### src/ufwr_pkg.sv
// Package for the union-find wall removal block: grid sizes, widths,
// register codes, port structs and cell-index helpers.
// No dependencies; all other files refer to it by scoped names.
`default_nettype none

package ufwr_pkg;

    localparam int MAX_ROWS = 64;
    localparam int MAX_COLS = 64;
    localparam int CELLS    = MAX_ROWS * MAX_COLS;
    localparam int CELL_W   = $clog2(CELLS);
    localparam int ROW_W    = 6;
    localparam int COL_W    = 6;
    localparam int SIZE_W   = 7;
    localparam int COUNT_W  = 13;
    localparam int CFG_W    = 7;
    localparam int IDX_W    = 2;

    typedef enum logic [IDX_W-1:0] {
        REG_ROWS       = 2'd0,
        REG_COLS       = 2'd1,
        REG_UNIQUE     = 2'd2,
        REG_ALL_JOINED = 2'd3
    } t_reg_idx;

    // configuration as seen by the sequencer; clear pulses on a size write
    typedef struct packed {
        logic [SIZE_W-1:0] rows;
        logic [SIZE_W-1:0] cols;
        logic              unique_paths;
        logic              need_all_joined;
        logic              clear;
    } t_cfg;

    typedef struct packed {
        logic              we;
        logic [CELL_W-1:0] waddr;
        logic [CELL_W-1:0] wdata;
        logic [CELL_W-1:0] raddr;
    } t_mem_req;

    function automatic logic [CELL_W-1:0] cell_index(input logic [ROW_W-1:0] row,
                                                     input logic [COL_W-1:0] col);
        return CELL_W'(row) * CELL_W'(MAX_COLS) + CELL_W'(col);
    endfunction

    function automatic logic [SIZE_W-1:0] clamp_size(input logic [CFG_W-1:0] v,
                                                     input int max_size);
        if (v == '0) begin
            return SIZE_W'(1);
        end
        if (int'(v) > max_size) begin
            return SIZE_W'(max_size);
        end
        return SIZE_W'(v);
    endfunction

endpackage

`default_nettype wire

### src/ufwr_ctrl.sv
// Sequencer around the shared find unit: clearing pass, root finds with
// path halving, set merge, finish check and the result register. Uses ufwr_pkg.
`default_nettype none

module ufwr_ctrl (
    input  wire logic                          i_clk,
    input  wire logic                          i_rst_n,
    input  wire ufwr_pkg::t_cfg                i_cfg,
    input  wire logic                          i_in_valid,
    output logic                               o_in_stall,
    input  wire logic [ufwr_pkg::ROW_W-1:0]    i_cell_row,
    input  wire logic [ufwr_pkg::COL_W-1:0]    i_cell_col,
    input  wire logic                          i_wall_side,
    output logic                               o_out_valid,
    input  wire logic                          i_out_stall,
    output logic                               o_wall_removed,
    output logic                               o_item_ignored,
    output logic                               o_maze_done,
    output logic [ufwr_pkg::COUNT_W-1:0]       o_sets_left,
    output ufwr_pkg::t_mem_req                 o_mem_req,
    input  wire logic [ufwr_pkg::CELL_W-1:0]   i_mem_rdata
);

    typedef enum logic [5:0] {
        S_CLEAR = 6'b000001,
        S_IDLE  = 6'b000010,
        S_ISSUE = 6'b000100,
        S_RX    = 6'b001000,
        S_RP    = 6'b010000,
        S_OUT   = 6'b100000
    } t_state;

    // which root is being looked for
    typedef enum logic [1:0] {
        PH_CELL  = 2'd0,
        PH_OTHER = 2'd1,
        PH_ENTRY = 2'd2,
        PH_EXIT  = 2'd3
    } t_phase;

    localparam int PROD_W = 2 * ufwr_pkg::SIZE_W;

    t_state                         r_state, n_state;
    t_phase                         r_phase, n_phase;
    logic [ufwr_pkg::CELL_W-1:0]    r_x, n_x;
    logic [ufwr_pkg::CELL_W-1:0]    r_other, n_other;
    logic [ufwr_pkg::CELL_W-1:0]    r_ra, n_ra;
    logic [ufwr_pkg::CELL_W-1:0]    r_rc, n_rc;
    logic [ufwr_pkg::CELL_W-1:0]    r_clr_idx, n_clr_idx;
    logic [ufwr_pkg::COUNT_W-1:0]   r_count, n_count;
    logic                           r_ignored, n_ignored;
    logic                           r_removed, n_removed;
    logic                           r_join, n_join;
    logic                           r_out_valid, n_out_valid;
    logic                           r_out_removed, n_out_removed;
    logic                           r_out_ignored, n_out_ignored;
    logic                           r_out_done, n_out_done;
    logic [ufwr_pkg::COUNT_W-1:0]   r_out_sets, n_out_sets;

    ufwr_pkg::t_mem_req             mem_req;
    logic                           in_accept;
    logic                           in_ignored;
    logic                           merge_go;
    logic [ufwr_pkg::CELL_W-1:0]    in_cell;
    logic [ufwr_pkg::CELL_W-1:0]    in_other;
    logic [ufwr_pkg::CELL_W-1:0]    exit_cell;
    logic [PROD_W-1:0]              size_prod;

    assign o_in_stall = (r_state != S_IDLE);
    assign in_accept  = i_in_valid && !o_in_stall;

    assign in_cell  = ufwr_pkg::cell_index(i_cell_row, i_cell_col);
    assign in_other = i_wall_side ? (in_cell - ufwr_pkg::CELL_W'(1))
                                  : (in_cell - ufwr_pkg::CELL_W'(ufwr_pkg::MAX_COLS));
    assign in_ignored = (ufwr_pkg::SIZE_W'(i_cell_row) >= i_cfg.rows)
                     || (ufwr_pkg::SIZE_W'(i_cell_col) >= i_cfg.cols)
                     || (!i_wall_side && (i_cell_row == '0))
                     || (i_wall_side && (i_cell_col == '0));

    assign exit_cell = ufwr_pkg::cell_index(
        ufwr_pkg::ROW_W'(i_cfg.rows - ufwr_pkg::SIZE_W'(1)),
        ufwr_pkg::COL_W'(i_cfg.cols - ufwr_pkg::SIZE_W'(1)));
    assign size_prod = PROD_W'(i_cfg.rows) * PROD_W'(i_cfg.cols);

    assign merge_go = !i_cfg.unique_paths || (r_ra != r_x);

    always_comb begin
        n_state       = r_state;
        n_phase       = r_phase;
        n_x           = r_x;
        n_other       = r_other;
        n_ra          = r_ra;
        n_rc          = r_rc;
        n_clr_idx     = r_clr_idx;
        n_count       = r_count;
        n_ignored     = r_ignored;
        n_removed     = r_removed;
        n_join        = r_join;
        n_out_valid   = r_out_valid && i_out_stall;
        n_out_removed = r_out_removed;
        n_out_ignored = r_out_ignored;
        n_out_done    = r_out_done;
        n_out_sets    = r_out_sets;
        mem_req       = '0;
        mem_req.raddr = r_x;

        unique case (r_state)
            S_CLEAR: begin
                mem_req.we    = 1'b1;
                mem_req.waddr = r_clr_idx;
                mem_req.wdata = r_clr_idx;
                n_count       = ufwr_pkg::COUNT_W'(size_prod);
                n_clr_idx     = r_clr_idx + ufwr_pkg::CELL_W'(1);
                if (r_clr_idx == ufwr_pkg::CELL_W'(ufwr_pkg::CELLS - 1)) begin
                    n_state = S_IDLE;
                end
            end
            S_IDLE: begin
                if (in_accept) begin
                    n_other   = in_other;
                    n_ignored = in_ignored;
                    n_removed = 1'b0;
                    if (!in_ignored) begin
                        n_x     = in_cell;
                        n_phase = PH_CELL;
                        n_state = S_ISSUE;
                    end else if (i_cfg.need_all_joined) begin
                        n_state = S_OUT;
                    end else begin
                        n_x     = '0;
                        n_phase = PH_ENTRY;
                        n_state = S_ISSUE;
                    end
                end
            end
            S_ISSUE: begin
                mem_req.raddr = r_x;
                n_state       = S_RX;
            end
            S_RX: begin
                if (i_mem_rdata != r_x) begin
                    // not a root: fetch the grandparent
                    mem_req.raddr = i_mem_rdata;
                    n_state       = S_RP;
                end else begin
                    unique case (r_phase)
                        PH_CELL: begin
                            n_ra          = r_x;
                            n_x           = r_other;
                            mem_req.raddr = r_other;
                            n_phase       = PH_OTHER;
                        end
                        PH_OTHER: begin
                            n_removed = merge_go;
                            if (merge_go && (r_ra != r_x)) begin
                                mem_req.we    = 1'b1;
                                mem_req.waddr = r_ra;
                                mem_req.wdata = r_x;
                                if (r_count > ufwr_pkg::COUNT_W'(1)) begin
                                    n_count = r_count - ufwr_pkg::COUNT_W'(1);
                                end
                            end
                            if (i_cfg.need_all_joined) begin
                                n_state = S_OUT;
                            end else begin
                                // reissue after the merge write settles
                                n_x     = '0;
                                n_phase = PH_ENTRY;
                                n_state = S_ISSUE;
                            end
                        end
                        PH_ENTRY: begin
                            n_rc          = r_x;
                            n_x           = exit_cell;
                            mem_req.raddr = exit_cell;
                            n_phase       = PH_EXIT;
                        end
                        PH_EXIT: begin
                            n_join  = (r_rc == r_x);
                            n_state = S_OUT;
                        end
                        default: begin
                            n_state = S_OUT;
                        end
                    endcase
                end
            end
            S_RP: begin
                // path halving: point x at its grandparent and carry on from there
                mem_req.we    = 1'b1;
                mem_req.waddr = r_x;
                mem_req.wdata = i_mem_rdata;
                mem_req.raddr = i_mem_rdata;
                n_x           = i_mem_rdata;
                n_state       = S_RX;
            end
            S_OUT: begin
                if (!r_out_valid || !i_out_stall) begin
                    n_out_valid   = 1'b1;
                    n_out_removed = r_removed;
                    n_out_ignored = r_ignored;
                    n_out_done    = i_cfg.need_all_joined ? (r_count == ufwr_pkg::COUNT_W'(1))
                                                          : r_join;
                    n_out_sets    = r_count;
                    n_state       = S_IDLE;
                end
            end
            default: begin
                n_state = S_CLEAR;
            end
        endcase

        if (i_cfg.clear) begin
            n_state   = S_CLEAR;
            n_clr_idx = '0;
        end
    end

    always_ff @(posedge i_clk) begin
        if (!i_rst_n) begin
            r_state     <= S_CLEAR;
            r_phase     <= PH_CELL;
            r_clr_idx   <= '0;
            r_out_valid <= 1'b0;
        end else begin
            r_state     <= n_state;
            r_phase     <= n_phase;
            r_clr_idx   <= n_clr_idx;
            r_out_valid <= n_out_valid;
        end
    end

    always_ff @(posedge i_clk) begin
        r_x           <= n_x;
        r_other       <= n_other;
        r_ra          <= n_ra;
        r_rc          <= n_rc;
        r_count       <= n_count;
        r_ignored     <= n_ignored;
        r_removed     <= n_removed;
        r_join        <= n_join;
        r_out_removed <= n_out_removed;
        r_out_ignored <= n_out_ignored;
        r_out_done    <= n_out_done;
        r_out_sets    <= n_out_sets;
    end

    assign o_mem_req      = mem_req;
    assign o_out_valid    = r_out_valid;
    assign o_wall_removed = r_out_removed;
    assign o_item_ignored = r_out_ignored;
    assign o_maze_done    = r_out_done;
    assign o_sets_left    = r_out_sets;

    a_accept_leaves_idle: assert property (@(posedge i_clk) disable iff (!i_rst_n)
        in_accept |=> (r_state != S_IDLE))
        else $error("sequencer still idle after an input transfer");

    a_count_nonzero: assert property (@(posedge i_clk) disable iff (!i_rst_n)
        (r_state != S_CLEAR) |-> (r_count != '0))
        else $error("set count reached zero");

    a_merge_write_phase: assert property (@(posedge i_clk) disable iff (!i_rst_n)
        (mem_req.we && (r_state == S_RX)) |-> (r_phase == PH_OTHER))
        else $error("merge write outside the merge step");

    a_result_from_out: assert property (@(posedge i_clk) disable iff (!i_rst_n)
        $rose(r_out_valid) |-> ($past(r_state) == S_OUT))
        else $error("result loaded outside the output step");

endmodule

`default_nettype wire

### config.mk
export PLATFORM = sky130hd
export DESIGN_NAME = ufwr_ctrl
export DESIGN_NICKNAME = d
export VERILOG_FILES = /design/src/ufwr_pkg.sv /design/src/ufwr_ctrl.sv
export SDC_FILE = /design/constraint.sdc
export NUM_CORES = 1
export LEC_CHECK = 0
export BUFFER_PORTS_ARGS = -buffer_cell sky130_fd_sc_hd__buf_2
export CAP_MARGIN = 40
export CORE_MARGIN = 2
export CORE_UTILIZATION = 45
export DETAILED_ROUTE_END_ITERATION = 10
export HOLD_SLACK_MARGIN = 0.05
export PLACE_DENSITY_LB_ADDON = 0.05
export SLEW_MARGIN = 15
export SYNTH_ARGS = -nofsm -noshare
export SYNTH_HDL_FRONTEND = slang
export SYNTH_SLANG_ARGS = --single-unit
### constraint.sdc
create_clock -name i_clk -period 5.4 [get_ports i_clk]
set_clock_uncertainty 0.15 [all_clocks]
set_input_delay 0.81 -clock i_clk [delete_from_list [all_inputs] [get_ports i_clk]]
set_output_delay 0.81 -clock i_clk [all_outputs]
set_load 0.02 [all_outputs]
Word-level counts from Yosys, hierarchy flattened
Index checks and enable logic that the tools add are counted.

Output and inout bits: 55. Word-level logic and storage cells: 127. Bits of input ports: 46. Flip-flop bits (word level): 101.

Order comparisons: 3. Multiply operators: 1. Reductions and logical operators: 33. $add $sub $neg: 8. Bitwise operators: 2. Eq/ne operators: 24. Muxes and demuxes: 40.

Operators by type and width (count): $mux W25 (3); $pmux W25 S3 (1); $mux W12 (6); $pmux W12 S3 (2); $mux W13 (4); $pmux W12 S2 (2); $mux W6 (6); $pmux W6 S5 (1); $pmux W13 S2 (1); $add A12 B6 Y12 (2); $ne A12 B12 Y1 (2); $reduce_and A4 Y1 (4); $ge A6 B7 Y1 (2); $eq A13 B1 Y1 const B (1); $gt A13 B1 Y1 const B (1); $mul A7 B7 Y13 (1); $sub A13 B1 Y13 const B (1); $add A12 B1 Y12 const B (1); $eq A12 B12 Y1 (1); $eq A12 B12 Y1 const B (1); $logic_not A6 Y1 (2); $ne A2 B2 Y1 const B (6); $pmux W6 S2 (1); $sub A12 B1 Y12 const B (1); 30 further kinds (58).

Depth between registers and ports, before layout
Depth after elaboration: 7. Mapped depth: 17. Depth with buffers taken out: 17.

Worst setup path after synthesis
No wires, ideal clock.

Path type: input to register. Start: input port i_cfg[6] in the netlist's numbering. End: register r_count[11] in the netlist's numbering (data pin). Stages: 16. Required time: 4981 ps. Setup time: 269 ps. Path buffers: 0. Arrival: 4518 ps. Path slack: 464 ps. Path through: clkinv_1 -> nor2_1 -> fa_1 -> inv_1 -> fa_1 -> inv_1 -> fa_1 -> inv_1 -> fa_1 -> inv_1 -> ha_1 -> o21a_1 -> a2111o_1 -> a31oi_1 -> xor2_1 -> o21ai_0.

Longest elaborated chain between the ends: 2.

Ends and longest elaborated chain: from (decl) (RTL line ufwr_ctrl.sv:8) `input wire ufwr_pkg::t_cfg i_cfg,`; $mul A7 B7 Y13 (RTL line ufwr_ctrl.sv:83) `assign size_prod = PROD_W'(i_cfg.rows) * PROD_W'(i_cfg.cols);`; $pmux W13 S2 (RTL line ufwr_ctrl.sv:107) `unique case (r_state)`; via n_count (one bit) (RTL line ufwr_ctrl.sv:50) `logic [ufwr_pkg::COUNT_W-1:0] r_count, n_count;`; to (signal assigned) (RTL line ufwr_ctrl.sv:238) `r_count <= n_count;`; to (decl) (RTL line ufwr_ctrl.sv:50).

The timed path passes the listed nets, and every way through them passes these cells. A chain may end at the register's enable or synchronous reset.

Worst setup path after layout
Start: input port i_cfg[15] in the netlist's numbering. End: register r_count[11] in the netlist's numbering (data pin).

Same word-level chain as after synthesis.

==> results.txt <==
Post-Syn Nets = 991
CTS clock-pin slew for the worst setup and hold paths = 70 ps
Final Routed Wirelength = 22,600 um
# diodes = 0
hold slack = 272 ps
final cell count without fillers = 1,181
Final Net Count = 1,073
WL per Instance = 19.2 um
register area share after synthesis = 36.2%
Die W = 136 um
layout cell share with drive strength beyond 1 = 15.0%
Psw = 701 uW
Tmin final = 4830 ps
drt first pass iters = 8
Most used DFF post-synth = edfxtp_1
Pwr per Cell Area = 250 nW/um2
vias in the first global route = 6,382
root buffer cell = clkbuf_16
Final Hold Vio Count = 0
IO Count = 101
Worst VDD drop = 196 uV
Synth async-reset ratio = 0%
core area = 17,100 um2
largest net degree at the start of global routing = 35
r2r setup slk = 2230 ps
Hold Buf Count CTS = 0
WS Path Type = in2reg
global-route wire length before repair = 35,600 um
setup TNS = 0 ps
Post-CTS Setup Bufs = 0
total congestion overflow = 0
worst-margin pin slew = 898 ps
part of the power in registers = 43.6%
DP HPWL = 17,400 um
# rows = 48
final setup violation count = 0
number of synthesized flops with an enable pin = 80
Hold Path Cell Cnt = 0
CTS resizes = 0
Post-DRT Antenna Nets = 0
LEAKAGE = 3.59 nW
fmax = 207 MHz
initial antenna violation count = 0
Synth top area share = 30.8%
Clock Power Share = 28.6%
CP Data Arrival Time = 4750 ps
period utilization = 89.4%
Hold Path Class = reg2reg
Synth Instances = 869
Synth Cell Area = 7810 um2
Synth top cells by count = nand2_1, nor2_1, edfxtp_1, ha_1, xnor2_1
vias per std cell = 5.73
Critical Path Sink Type = flop
Reg2Reg Depth = 6
Starting DRT DRC Count = 587
Worst slew margin = 40.0%
Yosys cell types = 68
worst path required time = 5330 ps
Die Area = 18,400 um2
dpl cells = 1,165
Vias = 6,773
combinational power share = 27.8%
internal power = 1.49 mW
Die Span Y = 136 um
most frequent cell after synthesis = nand2_1
max-capacitance violation count = 0
area growth from synthesis to layout = 12.5%
Slew Viols, Final = 0
H-Tree Depth = 3
clock buffer depth = 2
RSZ-0062 raised after global routing = false
CTS tree = yes
Sw Ratio = 32.0%
CP Launch Type = primary input
CP max FO = 6
clock sinks = 101
port buffer count = 100
#FFs+latches synth = 101
run status = finished clean
Yosys warning total = 0
CTS buffer count = 9
Starting Density = 45.6%
Yosys top cell by area = edfxtp_1
global-route usage over all layers = 25.2%
top cells by area, synth = edfxtp_1, ha_1, nand2_1
Filler cells = 1,675
RD Place Congestion = 0.923
synthesized area per cell = 8.98 um2
Skew-Pair Late Insertion Delay = 360 ps
detailed-route DRC error count = 0
==> critical path, cell delays in order <==
cell and delay [ps]:
buf_2 130, inv_1 130, nor2_1 70, fa_1 470
inv_1 50, fa_1 470, inv_1 60, fa_1 520
inv_1 50, fa_1 520, inv_1 40, ha_1 330
o21a_1 230, a2111o_1 410, a31oi_1 210, xor2_1 150
o21ai_0 70
==> power groups by stage <==
stage	clock network, mW	logic, mW	registers [mW]
CTS	0.635	0.610	0.954
floorplan	0	0.443	0.959
global route	0.665	0.696	0.962
detailed placement	0	0.601	0.972
global placement	0	0.592	0.969
finish	0.628	0.609	0.955
==> final cells by class <==
class | count | area, um2 | area share, %
Multi-Input combinational cell | 681 | 4620 | 52.6
Sequential cell | 101 | 2820 | 32.2
Timing Repair Buffer | 115 | 617 | 7.03
Tap cell | 225 | 282 | 3.21
Clock buffer | 11 | 233 | 2.65
Inverter | 43 | 161 | 1.84
Clock inverter | 5 | 45.0 | 0.513
==> layer usage <==
| metal | vias up | share of wire (%) | track usage [%] |
|---|---|---|---|
| met2 | 250 | 44 | 38.0 |
| met3 | 24 | 7.5 | 5.31 |
| met1 | 3262 | 47 | 36.8 |
| li1 | 3237 | - | - |
| met4 | 0 | 1.8 | 6.60 |
| met5 | - | 0 | 0 |
==> stage by stage <==
step	utilization (%)	setup WS, ps	power, mW	area, um2
floorplan	-	464	1.40	7810
global placement	49.4	226	1.56	8460
detailed placement	49.7	201	1.57	8500
CTS	51.3	574	2.20	8780
global route	51.3	389	2.32	8780
finish	51.3	574	2.19	8780
==> kinds of logic after synthesis <==
kind of cell    after synthesis  synth area share, %
compound gates              158                 13.7
simple gates                358                 20.9
xor+xnor                     84                 9.42
mux                           5                0.689
fa+ha+maj                    76                 14.4
buf+inv                      87                 4.66
flops                       101                 36.2
==> worst paths after layout <==
check,from,end
worst min register to register,r_removed$_SDFFCE_PN0P_,o_wall_removed$_DFFE_PP_
worst min-delay path,r_removed$_SDFFCE_PN0P_,o_wall_removed$_DFFE_PP_
worst max register to register,r_x[7]$_DFFE_PP_,r_count[7]$_DFFE_PP_
worst max-delay path,i_cfg[15],r_count[11]$_DFFE_PP_
==> state kept, by name, summed over array words and instances (netlist names) <==
name            count
o_sets_left        13
o_item_ignored      1
r_ignored           1
r_rc               12
r_x                12
o_wall_removed      1
r_phase             2
r_state             6
r_other            12
r_count            13
o_maze_done         1
r_removed           1
r_ra               12
o_out_valid         1
r_join              1
r_clr_idx          12
==> cells in the final DEF (no fill, tap or decap), drive strengths merged, types with 15 or more instances in the layout <==
master,n
nand2,138
inv,42
nor2,106
xnor2,50
o21ai,30
a221o,15
fa,23
dfxtp,21
nand3,29
a21oi,45
edfxtp,80
xor2,34
nor3,18
ha,53
buf,115
No activity file was read; power rests on OpenSTA's default activity.
